===== src/ubd_pkg.sv =====
package ubd_pkg;

    localparam int CFG_INDEX_W = 3;
    localparam int CFG_DATA_W  = 16;
    localparam int CFG_TIME_W  = 16;
    localparam int COUNT_W     = 8;
    localparam int PHASE_W     = 2;

    localparam logic [PHASE_W-1:0] PH_BURST  = 2'd0;
    localparam logic [PHASE_W-1:0] PH_LISTEN = 2'd1;
    localparam logic [PHASE_W-1:0] PH_GAP    = 2'd2;

    localparam logic [CFG_INDEX_W-1:0] REG_BURST_PULSES     = 3'd0;
    localparam logic [CFG_INDEX_W-1:0] REG_PULSE_PERIOD     = 3'd1;
    localparam logic [CFG_INDEX_W-1:0] REG_PULSE_HIGH_START = 3'd2;
    localparam logic [CFG_INDEX_W-1:0] REG_LISTEN_TICKS     = 3'd3;
    localparam logic [CFG_INDEX_W-1:0] REG_GAP_TICKS        = 3'd4;
    localparam logic [CFG_INDEX_W-1:0] REG_ECHO_THRESHOLD   = 3'd5;
    localparam logic [CFG_INDEX_W-1:0] REG_RUN_ENABLE       = 3'd6;

    localparam logic [COUNT_W-1:0]    RST_BURST_PULSES     = 8'd30;
    localparam logic [CFG_TIME_W-1:0] RST_PULSE_PERIOD     = 16'd30;
    localparam logic [CFG_TIME_W-1:0] RST_PULSE_HIGH_START = 16'd15;
    localparam logic [CFG_TIME_W-1:0] RST_LISTEN_TICKS     = 16'd1200;
    localparam logic [CFG_TIME_W-1:0] RST_GAP_TICKS        = 16'd60000;
    localparam logic [COUNT_W-1:0]    RST_ECHO_THRESHOLD   = 8'd30;
    localparam logic                  RST_RUN_ENABLE       = 1'b1;

    localparam logic [COUNT_W-1:0] COUNT_MAX = 8'd255;

    typedef struct packed {
        logic [COUNT_W-1:0]    burst_pulses;
        logic [CFG_TIME_W-1:0] pulse_period;
        logic [CFG_TIME_W-1:0] pulse_high_start;
        logic [CFG_TIME_W-1:0] listen_ticks;
        logic [CFG_TIME_W-1:0] gap_ticks;
        logic [COUNT_W-1:0]    echo_threshold;
        logic                  run_enable;
    } cfg_t;

    typedef struct packed {
        logic               tx_level;
        logic [PHASE_W-1:0] phase_now;
        logic               decision_valid;
        logic               bubble_present;
        logic               no_bubble;
        logic [COUNT_W-1:0] edges_seen;
    } res_t;

endpackage


===== src/ubd_cfg.sv =====
module ubd_cfg
(
    input  logic                              clk,
    input  logic                              rst_n,
    input  logic                              cfg_write,
    input  logic [ubd_pkg::CFG_INDEX_W-1:0]   cfg_index,
    input  logic [ubd_pkg::CFG_DATA_W-1:0]    cfg_data,
    output ubd_pkg::cfg_t                     cfg
);

    ubd_pkg::cfg_t cfg_reg;

    always_ff @(posedge clk or negedge rst_n)
    begin
        if (!rst_n)
        begin
            cfg_reg.burst_pulses     <= ubd_pkg::RST_BURST_PULSES;
            cfg_reg.pulse_period     <= ubd_pkg::RST_PULSE_PERIOD;
            cfg_reg.pulse_high_start <= ubd_pkg::RST_PULSE_HIGH_START;
            cfg_reg.listen_ticks     <= ubd_pkg::RST_LISTEN_TICKS;
            cfg_reg.gap_ticks        <= ubd_pkg::RST_GAP_TICKS;
            cfg_reg.echo_threshold   <= ubd_pkg::RST_ECHO_THRESHOLD;
            cfg_reg.run_enable       <= ubd_pkg::RST_RUN_ENABLE;
        end
        else if (cfg_write)
        begin
            unique case (cfg_index)
                ubd_pkg::REG_BURST_PULSES:
                    cfg_reg.burst_pulses <= cfg_data[ubd_pkg::COUNT_W-1:0];
                ubd_pkg::REG_PULSE_PERIOD:
                    cfg_reg.pulse_period <= cfg_data[ubd_pkg::CFG_TIME_W-1:0];
                ubd_pkg::REG_PULSE_HIGH_START:
                    cfg_reg.pulse_high_start <= cfg_data[ubd_pkg::CFG_TIME_W-1:0];
                ubd_pkg::REG_LISTEN_TICKS:
                    cfg_reg.listen_ticks <= cfg_data[ubd_pkg::CFG_TIME_W-1:0];
                ubd_pkg::REG_GAP_TICKS:
                    cfg_reg.gap_ticks <= cfg_data[ubd_pkg::CFG_TIME_W-1:0];
                ubd_pkg::REG_ECHO_THRESHOLD:
                    cfg_reg.echo_threshold <= cfg_data[ubd_pkg::COUNT_W-1:0];
                ubd_pkg::REG_RUN_ENABLE:
                    cfg_reg.run_enable <= cfg_data[0];
                default:
                begin
                end
            endcase
        end
    end

    assign cfg = cfg_reg;

endmodule


===== src/ubd_seq.sv =====
module ubd_seq
#(
    parameter int TIMER_WIDTH = 16
)
(
    input  logic          clk,
    input  logic          rst_n,
    input  logic          step,
    input  logic          rx,
    input  ubd_pkg::cfg_t cfg,
    output ubd_pkg::res_t res
);

    localparam int CMPW = ((TIMER_WIDTH > ubd_pkg::CFG_TIME_W) ?
                           TIMER_WIDTH : ubd_pkg::CFG_TIME_W) + 1;

    logic [ubd_pkg::PHASE_W-1:0] phase_reg, phase_next;
    logic [TIMER_WIDTH-1:0]      tick_count_reg, tick_count_next;
    logic [ubd_pkg::COUNT_W-1:0] pulse_count_reg, pulse_count_next;
    logic [ubd_pkg::COUNT_W-1:0] echo_count_reg, echo_count_next;
    logic                        rx_prev_reg;
    logic                        bubble_flag_reg, bubble_flag_next;
    logic                        clear_flag_reg, clear_flag_next;

    logic [CMPW-1:0]             tick_inc;
    logic                        tick_full;
    logic                        done_pulse;
    logic                        done_listen;
    logic                        done_gap;
    logic                        rising;
    logic [ubd_pkg::COUNT_W-1:0] pulse_inc;
    logic [ubd_pkg::COUNT_W-1:0] echo_inc;
    logic                        tx;
    logic                        decided;
    logic [ubd_pkg::PHASE_W-1:0] shown;

    // A period ends once the count plus one reaches its length, or the timer is full.
    assign tick_inc    = CMPW'(tick_count_reg) + CMPW'(1);
    assign tick_full   = (tick_count_reg == {TIMER_WIDTH{1'b1}});
    assign done_pulse  = (tick_inc >= CMPW'(cfg.pulse_period)) || tick_full;
    assign done_listen = (tick_inc >= CMPW'(cfg.listen_ticks)) || tick_full;
    assign done_gap    = (tick_inc >= CMPW'(cfg.gap_ticks)) || tick_full;

    assign rising    = rx && !rx_prev_reg;
    assign pulse_inc = pulse_count_reg + ubd_pkg::COUNT_W'(1);
    assign echo_inc  = (rising && (echo_count_reg != ubd_pkg::COUNT_MAX)) ?
                       echo_count_reg + ubd_pkg::COUNT_W'(1) : echo_count_reg;

    always_comb
    begin
        phase_next       = phase_reg;
        tick_count_next  = tick_count_reg;
        pulse_count_next = pulse_count_reg;
        echo_count_next  = echo_count_reg;
        bubble_flag_next = bubble_flag_reg;
        clear_flag_next  = clear_flag_reg;
        tx               = 1'b0;
        decided          = 1'b0;
        shown            = ubd_pkg::PH_GAP;
        unique case (phase_reg)
            ubd_pkg::PH_BURST:
            begin
                shown = ubd_pkg::PH_BURST;
                tx    = (CMPW'(tick_count_reg) >= CMPW'(cfg.pulse_high_start));
                if (done_pulse)
                begin
                    tick_count_next = '0;
                    if (pulse_inc >= cfg.burst_pulses)
                    begin
                        pulse_count_next = '0;
                        echo_count_next  = '0;
                        phase_next       = ubd_pkg::PH_LISTEN;
                    end
                    else
                    begin
                        pulse_count_next = pulse_inc;
                    end
                end
                else
                begin
                    tick_count_next = tick_inc[TIMER_WIDTH-1:0];
                end
            end
            ubd_pkg::PH_LISTEN:
            begin
                shown           = ubd_pkg::PH_LISTEN;
                echo_count_next = echo_inc;
                if (done_listen)
                begin
                    decided          = 1'b1;
                    clear_flag_next  = (echo_inc >= cfg.echo_threshold);
                    bubble_flag_next = !(echo_inc >= cfg.echo_threshold);
                    tick_count_next  = '0;
                    phase_next       = ubd_pkg::PH_GAP;
                end
                else
                begin
                    tick_count_next = tick_inc[TIMER_WIDTH-1:0];
                end
            end
            default:
            begin
                // The gap code and any undefined code behave as gap.
                phase_next = ubd_pkg::PH_GAP;
                if (done_gap)
                begin
                    if (cfg.run_enable)
                    begin
                        tick_count_next  = '0;
                        pulse_count_next = '0;
                        phase_next       = ubd_pkg::PH_BURST;
                    end
                end
                else
                begin
                    tick_count_next = tick_inc[TIMER_WIDTH-1:0];
                end
            end
        endcase
    end

    always_ff @(posedge clk or negedge rst_n)
    begin
        if (!rst_n)
        begin
            phase_reg       <= ubd_pkg::PH_BURST;
            tick_count_reg  <= '0;
            pulse_count_reg <= '0;
            echo_count_reg  <= '0;
            rx_prev_reg     <= 1'b0;
            bubble_flag_reg <= 1'b0;
            clear_flag_reg  <= 1'b0;
        end
        else if (step)
        begin
            phase_reg       <= phase_next;
            tick_count_reg  <= tick_count_next;
            pulse_count_reg <= pulse_count_next;
            echo_count_reg  <= echo_count_next;
            rx_prev_reg     <= rx;
            bubble_flag_reg <= bubble_flag_next;
            clear_flag_reg  <= clear_flag_next;
        end
    end

    assign res.tx_level       = tx;
    assign res.phase_now      = shown;
    assign res.decision_valid = decided;
    assign res.bubble_present = bubble_flag_next;
    assign res.no_bubble      = clear_flag_next;
    assign res.edges_seen     = echo_count_next;

endmodule


===== src/ultrasonic_bubble_detector_sequencer_unit.sv =====
// Channel   Direction  Handshake           Word
// input     in         in_valid/in_stall   rx_level
// output    out        out_valid/out_stall tx_level, phase_now, decision_valid,
//                                          bubble_present, no_bubble, edges_seen
// config    in         cfg_write           cfg_index, cfg_data
//
// A word that is accepted sits in the input register, and its result is loaded into the
// result register when the sequencer steps, which a stall on the output can hold back.
// A new word is accepted every cycle while the output is not stalled; the rate is set by the single sequencer step.
// Reset is asynchronous, active low, and returns all but rx_reg and res_reg to defaults.
// A stall on the output holds the result register, and the input side stalls only
// when both the input and result registers are full.
module ultrasonic_bubble_detector_sequencer_unit
#(
    parameter int TIMER_WIDTH = 16
)
(
    input  logic                              clk,
    input  logic                              rst_n,
    input  logic                              in_valid,
    output logic                              in_stall,
    input  logic                              rx_level,
    output logic                              out_valid,
    input  logic                              out_stall,
    output logic                              tx_level,
    output logic [ubd_pkg::PHASE_W-1:0]       phase_now,
    output logic                              decision_valid,
    output logic                              bubble_present,
    output logic                              no_bubble,
    output logic [ubd_pkg::COUNT_W-1:0]       edges_seen,
    input  logic                              cfg_write,
    input  logic [ubd_pkg::CFG_INDEX_W-1:0]   cfg_index,
    input  logic [ubd_pkg::CFG_DATA_W-1:0]    cfg_data
);

    ubd_pkg::cfg_t cfg;
    ubd_pkg::res_t res;
    ubd_pkg::res_t res_reg;

    logic in_valid_reg;
    logic rx_reg;
    logic out_valid_reg;
    logic in_accept;
    logic advance;

    assign advance   = in_valid_reg && (!out_valid_reg || !out_stall);
    assign in_stall  = in_valid_reg && out_valid_reg && out_stall;
    assign in_accept = in_valid && !in_stall;

    ubd_cfg u_cfg
    (
        .clk       (clk),
        .rst_n     (rst_n),
        .cfg_write (cfg_write),
        .cfg_index (cfg_index),
        .cfg_data  (cfg_data),
        .cfg       (cfg)
    );

    ubd_seq
    #(
        .TIMER_WIDTH (TIMER_WIDTH)
    )
    u_seq
    (
        .clk   (clk),
        .rst_n (rst_n),
        .step  (advance),
        .rx    (rx_reg),
        .cfg   (cfg),
        .res   (res)
    );

    always_ff @(posedge clk or negedge rst_n)
    begin
        if (!rst_n)
        begin
            in_valid_reg  <= 1'b0;
            out_valid_reg <= 1'b0;
        end
        else
        begin
            if (in_accept)
            begin
                in_valid_reg <= 1'b1;
            end
            else if (advance)
            begin
                in_valid_reg <= 1'b0;
            end
            if (advance)
            begin
                out_valid_reg <= 1'b1;
            end
            else if (!out_stall)
            begin
                out_valid_reg <= 1'b0;
            end
        end
    end

    always_ff @(posedge clk)
    begin
        if (in_accept)
        begin
            rx_reg <= rx_level;
        end
        if (advance)
        begin
            res_reg <= res;
        end
    end

    assign out_valid      = out_valid_reg;
    assign tx_level       = res_reg.tx_level;
    assign phase_now      = res_reg.phase_now;
    assign decision_valid = res_reg.decision_valid;
    assign bubble_present = res_reg.bubble_present;
    assign no_bubble      = res_reg.no_bubble;
    assign edges_seen     = res_reg.edges_seen;

`ifndef SYNTHESIS
    assert property (@(posedge clk) disable iff (!rst_n)
        (out_valid && decision_valid) |-> (phase_now == ubd_pkg::PH_LISTEN))
        else $error("decision shown outside the listen phase");

    assert property (@(posedge clk) disable iff (!rst_n)
        out_valid |-> !(bubble_present && no_bubble))
        else $error("bubble and no-bubble flags set together");

    assert property (@(posedge clk) disable iff (!rst_n)
        (out_valid && tx_level) |-> (phase_now == ubd_pkg::PH_BURST))
        else $error("transmit driven outside the burst phase");

    assert property (@(posedge clk) disable iff (!rst_n)
        in_stall |-> (out_valid && out_stall))
        else $error("input stalled while the result register can move");
`endif

endmodule


===== config.mk =====
export PLATFORM = sky130hd
export DESIGN_NAME = ultrasonic_bubble_detector_sequencer_unit
export DESIGN_NICKNAME = d
export VERILOG_FILES = /design/src/ubd_pkg.sv /design/src/ubd_cfg.sv /design/src/ubd_seq.sv /design/src/ultrasonic_bubble_detector_sequencer_unit.sv
export SDC_FILE = /design/constraint.sdc
export NUM_CORES = 1
export LEC_CHECK = 0
export ABC_AREA = 1
export BUFFER_PORTS_ARGS = -buffer_cell sky130_fd_sc_hd__buf_2
export CORE_MARGIN = 2
export CORE_UTILIZATION = 57
export DETAILED_ROUTE_END_ITERATION = 7
export PLACE_DENSITY = 0.75
export SLEW_MARGIN = 0
export SYNTH_ARGS = -nofsm -noshare
export SYNTH_HDL_FRONTEND = slang
export SYNTH_SLANG_ARGS = --single-unit
export TNS_END_PERCENT = 1

===== constraint.sdc =====
create_clock -name clk -period 6.5 [get_ports clk]
set_input_delay 0.65 -clock clk [delete_from_list [all_inputs] [get_ports clk]]
set_output_delay 0.65 -clock clk [all_outputs]
set_load 0.01 [all_outputs]

==> flow_metrics.tcl, run 1 <==
set metrics [dict create \
    ios 41 \
    cp_cell_sequence "ha_1 > nand3_2 > nor2_4 > nand3_1 > xnor2_1 > ha_1 > nand2_1 > nor2_1 > nand2_1 > nand2_1 > nor2_1 > nand2_1 > nand2_1 > nand2_1 > nand2_1 > nand2_2 > a21oi_2 > nand3_1 > nand2_1" \
    diodes 0 \
    rows 43 \
    power.total_w 0.00299 \
    hold_class "primary input to asynchronous set/reset pin" \
    yosysWarnings 0 \
    cts_setup_buffers 0 \
    worst_slack_ps 2790 \
    drive_gt1_share_pct 12.4 \
    leakagePower_nw 4.91 \
    drc 0 \
    synth.most_common_cell "nand2_1" \
    critPathLaunchType "register" \
    gp_congestion 0.932 \
    synthesis.area_mm2 0.00826 \
    syn_avg_cell_area_um2 8.01 \
    outcome "complete, no violations" \
    synth_edf_count 15 \
    synthCells 1031 \
    path_delay_family "simple AND/OR/NAND/NOR gates" \
    cts_tree "built" \
    gr-total-overflow 0 \
    cts_resized 0 \
    powerDensity_mw_per_mm2 326 \
    finalCriticalPeriod_ps 3710 \
    path_max_fanout 15 \
    htreeDepth 4 \
    slowest_delay_ps 830 \
    slew_viol_final 0 \
    post-synth-top-area-fraction_pct 27.9 \
    clock_latency_ps 420 \
    critical_path_class "register to register" \
    core_region_area_mm2 0.0140 \
    start_util_pct 58.8 \
    fmaxAchievable_mhz 270 \
    cts_buffers 17 \
    tns_ps 0 \
    syn_nets 1139 \
    synthFlopType "dfrtp_1" \
    cp_data_required_time_ps 6850 \
    ys_types 41 \
    maxCapViolations 0 \
    finalCritPeriodShare_pct 57.1 \
    layout.nets 1175 \
    cp.buffers_inverters 0 \
    hold_viol 0 \
    synth.area.top_cells "dfrtp_1, nand2_1, ha_1, dfstp_2, inv_1" \
    fillCellCount 1188 \
    grt_max_degree 70 \
    rsz0062_at_grt "no" \
    firstDrtPassIters 5 \
    drt_iter0_drc 597 \
    die_y_um 124 \
    dp_hpwl_um 13600 \
    die_area_mm2 0.0155 \
    finalSetupViolCount 0 \
    clockBufferDepth 2 \
    dp_worst_setup_slack_ps 2850 \
    finalWirelength_um 18800 \
    hold_buffers 0 \
    synth-seq-area-share_pct 42.2 \
    cts_sinks 135 \
    ys_top_cells_by_count "nand2_1, inv_1, o21ai_0" \
    grt_pass1_wl_um 31500 \
    cts-root-buf "clkbuf_16" \
    skew_ps 8.67 \
    portBuffers 40 \
    grt_pass1_vias 6248 \
    via_count 6701 \
    arrival_ps 4060 \
    worstMarginPinSlew_ps 1210 \
    clk_pin_slew_ps 60 \
    wl_per_cell_um 15.0 \
    via_per_inst 5.32 \
    syn_to_final_growth_pct 11.0 \
    vdd_drop_max_v 0.000206 \
    largest_register_ffs 81 \
    ant_nets 0 \
    antenna_found_initial 0 \
    endpoint_kind "register" \
    grtUsageTotal_pct 25.4 \
    ys_ff_latch 135 \
    die_w_um 124 \
    maxSlewHeadroom_pct 19.1 \
    cpMostUsedCell "nand2_1" \
    slowest_stage "a21oi_2" \
    synth_area_leader_cell "dfrtp_1" \
    async_reset_ff_share_pct 88.9 \
]
==> path summary, 6_finish.rpt <==
check | startpoint | to | slack [ps] | cells past startpoint
max in group asynchronous | rst_n | u_seq.tick_count_reg[15] | 4900 | 2
setup reg to reg | u_seq.tick_count_reg[0] | u_seq.tick_count_reg[1] | 2790 | 19
min in group clk | rx_level | rx_reg | 400 | 1
hold / removal | rst_n | u_cfg.cfg[17] | 260 | 1
setup / recovery | u_seq.tick_count_reg[0] | u_seq.tick_count_reg[1] | 2790 | 19
hold reg to reg | in_valid_reg | out_valid | 480 | 2
==> kinds of logic (layout without fill, tap and decap cells) <==
family | count (synthesis) | in the layout | share of synthesized area, %
AND/OR/NAND/NOR | 434 | 434 | 23.5
buffers and inverters | 205 | 254 | 9.65
AO/OA/AOI/OAI | 149 | 149 | 9.35
flip-flops | 135 | 135 | 42.2
adder cells (fa/ha/maj) | 83 | 83 | 12.6
XOR/XNOR | 25 | 25 | 2.74
==> area by class of cell <==
cell class,instances,area (µm²),area share [%]
clock inverter,13,153,1.66
sequential,135,3490,38.0
clock buffer,19,433,4.72
tap,180,225,2.46
multi-input combinational,691,3980,43.4
inverter,180,676,7.37
timing repair buffer,42,218,2.37
==> layer usage <==
metal / track usage (%) / vias up / share of wire (%)
met1: 37.0 / 3130 / 48
met4: 6.08 / 0 / 1.4
met5: 0 / - / 0
met3: 6.62 / 18 / 5.8
li1: - / 3365 / -
met2: 38.3 / 188 / 45
==> placed cells by master (no fill, tap or decap), types with 2 or more instances in the layout <==
cell type / instances
nand3_1: 41
clkinvlp_4: 2
buf_2: 39
nand2_2: 8
clkinv_1: 3
edfxtp_1: 15
a21oi_1: 37
nor2_1: 46
nand2_1: 285
clkinv_2: 2
clkbuf_1: 2
ha_1: 83
xor2_1: 20
xnor2_1: 4
nor2_2: 2
inv_2: 5
nand3_2: 11
nor2_4: 3
buf_4: 3
nand4_1: 18
nor4_1: 2
bufinv_16: 3
nand3b_1: 4
inv_6: 2
nor3_1: 6
inv_1: 175
o21a_1: 3
nand4_2: 2
clkbuf_16: 17
and2_1: 2
dfstp_2: 28
dfrtp_1: 92
o21ai_0: 101
==> power by group <==
part           internal (W)  switching (W)  leakage (nW)  total, W
clock              0.000600       0.000369         0.280  0.000969
combinational      0.000295       0.000563          3.00  0.000858
sequential          0.00104       0.000122          1.63   0.00116
==> worst register-to-register path: stages (launching register included) <==
cell and delay [ps]:
dfrtp_1 480, ha_1 240, nand3_2 140, nor2_4 220, nand3_1 150, xnor2_1 370
ha_1 320, nand2_1 100, nor2_1 50, nand2_1 60, nand2_1 50, nor2_1 70
nand2_1 60, nand2_1 50, nand2_1 40, nand2_1 70, nand2_2 80, a21oi_2 830
nand3_1 160, nand2_1 100
==> metrics by stage <==
stage | cell area (µm²) | std cells | hold slack (ps) | utilization, %
2_1_floorplan | 8260 | 1031 | 354 | -
3_3_place_gp | 8580 | 1228 | 461 | 61.1
3_5_place_dp | 8580 | 1228 | 466 | 61.1
6_report | 9170 | 1260 | 258 | 65.3
5_1_grt | 9170 | 1260 | 294 | 65.3
4_1_cts | 9170 | 1260 | 281 | 65.3
(Power assumes the default switching activity.)
==> run 2, diff against run 1 <==
--- a/config.mk
+++ b/config.mk
@@ -5,12 +5,12 @@
 export SDC_FILE = /design/constraint.sdc
 export NUM_CORES = 1
 export LEC_CHECK = 0
-export ABC_AREA = 1
+export ABC_AREA = 0
 export BUFFER_PORTS_ARGS = -buffer_cell sky130_fd_sc_hd__buf_2
 export CORE_MARGIN = 2
-export CORE_UTILIZATION = 57
+export CORE_UTILIZATION = 56
 export DETAILED_ROUTE_END_ITERATION = 7
-export PLACE_DENSITY = 0.75
+export PLACE_DENSITY = 0.77
 export SLEW_MARGIN = 0
 export SYNTH_ARGS = -nofsm -noshare
 export SYNTH_HDL_FRONTEND = slang
==> constraint.sdc (replaced) <==
create_clock -name clk -period 3 [get_ports clk]
set_input_delay 0.3 -clock clk [delete_from_list [all_inputs] [get_ports clk]]
set_output_delay 0.3 -clock clk [all_outputs]
set_load 0.01 [all_outputs]
==> run 2 against run 1 <==
The run now ends with setup timing left. Largest power group unchanged. Critical path type unchanged. Hold slack got worse by 210 ps. Synthesized cell count shrank 23%. Final area up 4.1%. Count of clock-buffer cells in the layout did not move. Sequential cell count unchanged. Via count fell by 4.7%. Register-to-register slack got worse by 3200 ps. Largest cell class unchanged. Global-route usage grew 2.5 points. Clock skew fell by 2.4 ps. Synthesized area is 6.3% lower.
==> flow_metrics.tcl, run 2 <==
set metrics [dict create \
    die_area_mm2 0.0148 \
    vdd_drop_max_v 0.000566 \
    layout_common_cells "nand2_1, dfrtp_1, inv_1, ha_1, o21ai_0" \
    dp_worst_setup_slack_ps -511 \
    antenna_found_initial 0 \
    path_delay_family "simple AND/OR/NAND/NOR gates" \
    cp_data_required_time_ps 3310 \
    r2r_cells 15 \
    hold_class "primary input to register" \
    final_common_cell "nand2_1" \
    clk_pin_slew_ps 60 \
    cts-root-buf "clkbuf_16" \
    die_w_um 122 \
    synth_area_leader_cell "dfrtp_1" \
    synthFlopType "dfrtp_1" \
    hold_viol 0 \
    htreeDepth 4 \
    p_sw_w 0.00171 \
    via_per_inst 5.81 \
    cp_cell_sequence "and3_1 > nand3_1 > or2_4 > nor2_4 > nand4_1 > xnor2_2 > ha_1 > and3_4 > nor3b_4 > nor2_1 > a31o_2 > o211ai_4 > buf_4 > nor3_1 > a211o_1" \
    ios 41 \
    finalWirelength_um 19300 \
    cp.buffers_inverters 1 \
    endpoint_kind "register" \
    start_util_pct 58.0 \
    power.share.clock_pct 36.4 \
    cts_tree "built" \
    ys_ff_latch 135 \
    outcome "finished, violations left" \
    ys_top_cells_by_count "nand2_1, dfrtp_1, inv_1" \
    slew_viol_final 0 \
    rsz0062_at_grt "yes" \
    ys_types 61 \
    diodes 0 \
    p_comb_share_pct 24.0 \
    gp_congestion 0.918 \
    largest_register_ffs 81 \
    gr-total-overflow 0 \
    core_region_area_mm2 0.0133 \
    cts_sinks 135 \
    synthCells 793 \
    holdPathStages 1 \
    yosysWarnings 0 \
    synth_edf_count 15 \
    layout.nets 1018 \
    arrival_ps 3730 \
    rows 42 \
    path_max_fanout 4 \
    clock_latency_ps 430 \
    power.total_w 0.00583 \
    swShare_pct 29.3 \
    critPathLaunchType "register" \
    synth-seq-area-share_pct 45.1 \
    p_int_w 0.00413 \
    drc 0 \
    p_seq_share_pct 39.7 \
    powerDensity_mw_per_mm2 611 \
    drt_iter0_drc 453 \
    hold_end "rx_reg" \
    wl_per_cell_um 17.5 \
    violations "setup timing" \
    fmaxAchievable_mhz 292 \
    crit_cells 15 \
    holdWs_ps 46.2 \
    min_from "rx_level" \
    crit-reg2reg-launch "u_seq.tick_count_reg[1]" \
    syn_to_final_growth_pct 23.3 \
    grt_pass1_wl_um 31600 \
    finalCritPeriodShare_pct 114 \
    cts_buffers 17 \
    r2r_slack_ps -420 \
    worstMarginPinSlew_ps 642 \
    portBuffers 40 \
    rr_endpoint "u_seq.tick_count_reg[15]" \
    firstDrtPassIters 7 \
    ant_nets 0 \
    slowest_stage "dfrtp_1" \
    syn_avg_cell_area_um2 9.76 \
    via_count 6384 \
    synth.most_common_cell "nand2_1" \
    maxCapViolations 0 \
    maxSlewHeadroom_pct 56.9 \
    skew_ps 6.30 \
    leakagePower_nw 4.66 \
    grtUsageTotal_pct 27.9 \
    grt_max_degree 74 \
    slowest_delay_ps 390 \
    finalSetupViolCount 47 \
    critical_path_class "register to register" \
    synthesis.area_mm2 0.00774 \
    async_reset_ff_share_pct 88.9 \
    finalCriticalPeriod_ps 3420 \
    synth.area.top_cells "dfrtp_1, ha_1, dfstp_2, edfxtp_1, o21ai_0" \
    worst_slack_ps -423 \
    final_util_pct 71.5 \
    post-synth-top-area-fraction_pct 29.7 \
    clockBufferDepth 2 \
    drive_gt1_share_pct 28.1 \
    dp_hpwl_um 13800 \
    grt_pass1_vias 6479 \
    die_y_um 122 \
    syn_nets 901 \
]
[run 2: cell types whose count changed in the layout (fill, tap and decap cells not counted), sizes merged, moves of 11 or more]
cell and delta:
xor2 -14, nand4 -11, nand3 -29, a21o +17
buf +80, nand2 -184, mux2 +29, o21ai -14
inv -91, nor2 -26
[run 2: logic make-up (layout without fill, tap and decap cells)]
logic type               count (synthesis)  after routing  share of synthesized area (%)
AND/OR/NAND/NOR                        224            224                           13.8
AO/OA/AOI/OAI                          183            183                           14.9
flip-flops                             135            135                           45.1
buffers and inverters                  115            245                           5.88
adder cells (fa/ha/maj)                 83             83                           13.4
multiplexers                            32             32                           4.61
XOR/XNOR                                21             21                           2.38
[run 2: how the worst max path moves through the flow]
| stage | start | endpoint |
|---|---|---|
| 2_1_floorplan | u_seq.tick_count_reg[0] | u_seq.tick_count_reg[15] |
| 3_3_place_gp | u_seq.tick_count_reg[1] | u_seq.tick_count_reg[7] |
| 3_5_place_dp | u_seq.tick_count_reg[1] | u_seq.tick_count_reg[1] |
| 4_1_cts | u_seq.tick_count_reg[1] | u_seq.tick_count_reg[15] |
| 5_1_grt | u_seq.tick_count_reg[1] | u_seq.tick_count_reg[15] |
| 6_report | u_seq.tick_count_reg[1] | u_seq.tick_count_reg[15] |
[run 2: timing repair]
item | 4_1_cts | 5_1_grt
gates resized for setup | 32 | 16
pin swaps | 20 | 12
endpoints found under the hold margin | 29 | 0
endpoints found under the setup margin | 47 | 47
setup buffers | 9 | 4
hold buffers | 1 | 0
[run 2: layout make-up]
cell class	count	area [µm²]
flip-flops and latches	135	3490
fillers	959	3800
inverters	90	338
repair buffers	123	860
multi-input cells	543	4050
well taps	176	220
clock inverters	13	154
clock buffers	19	443
[run 2: layer usage]
metal | vias to the layer above | part of all wire [%] | global-route usage, %
li1 | 2982 | - | -
met1 | 3164 | 43 | 35.7
met2 | 191 | 49 | 45.9
met3 | 47 | 4.6 | 5.38
met4 | 0 | 3.4 | 13.0
met5 | - | 0 | 0
[run 2: power groups by stage]
stage               Combinational (W)  Sequential [W]  Clock (W)
global route                  0.00156         0.00234    0.00221
global placement              0.00121         0.00232          0
finish                        0.00140         0.00231    0.00212
CTS                           0.00137         0.00231    0.00214
detailed placement            0.00129         0.00234          0
floorplan                    0.000792         0.00232          0
[run 2: metrics by stage]
step / instance area, µm² / setup TNS (ps) / cells
finish: 9550 / -12740 / 1099
CTS: 9450 / -9470 / 1095
floorplan: 7780 / -2130 / 793
global placement: 8630 / -17230 / 1053
detailed placement: 8630 / -19810 / 1053
global route: 9550 / -19050 / 1099
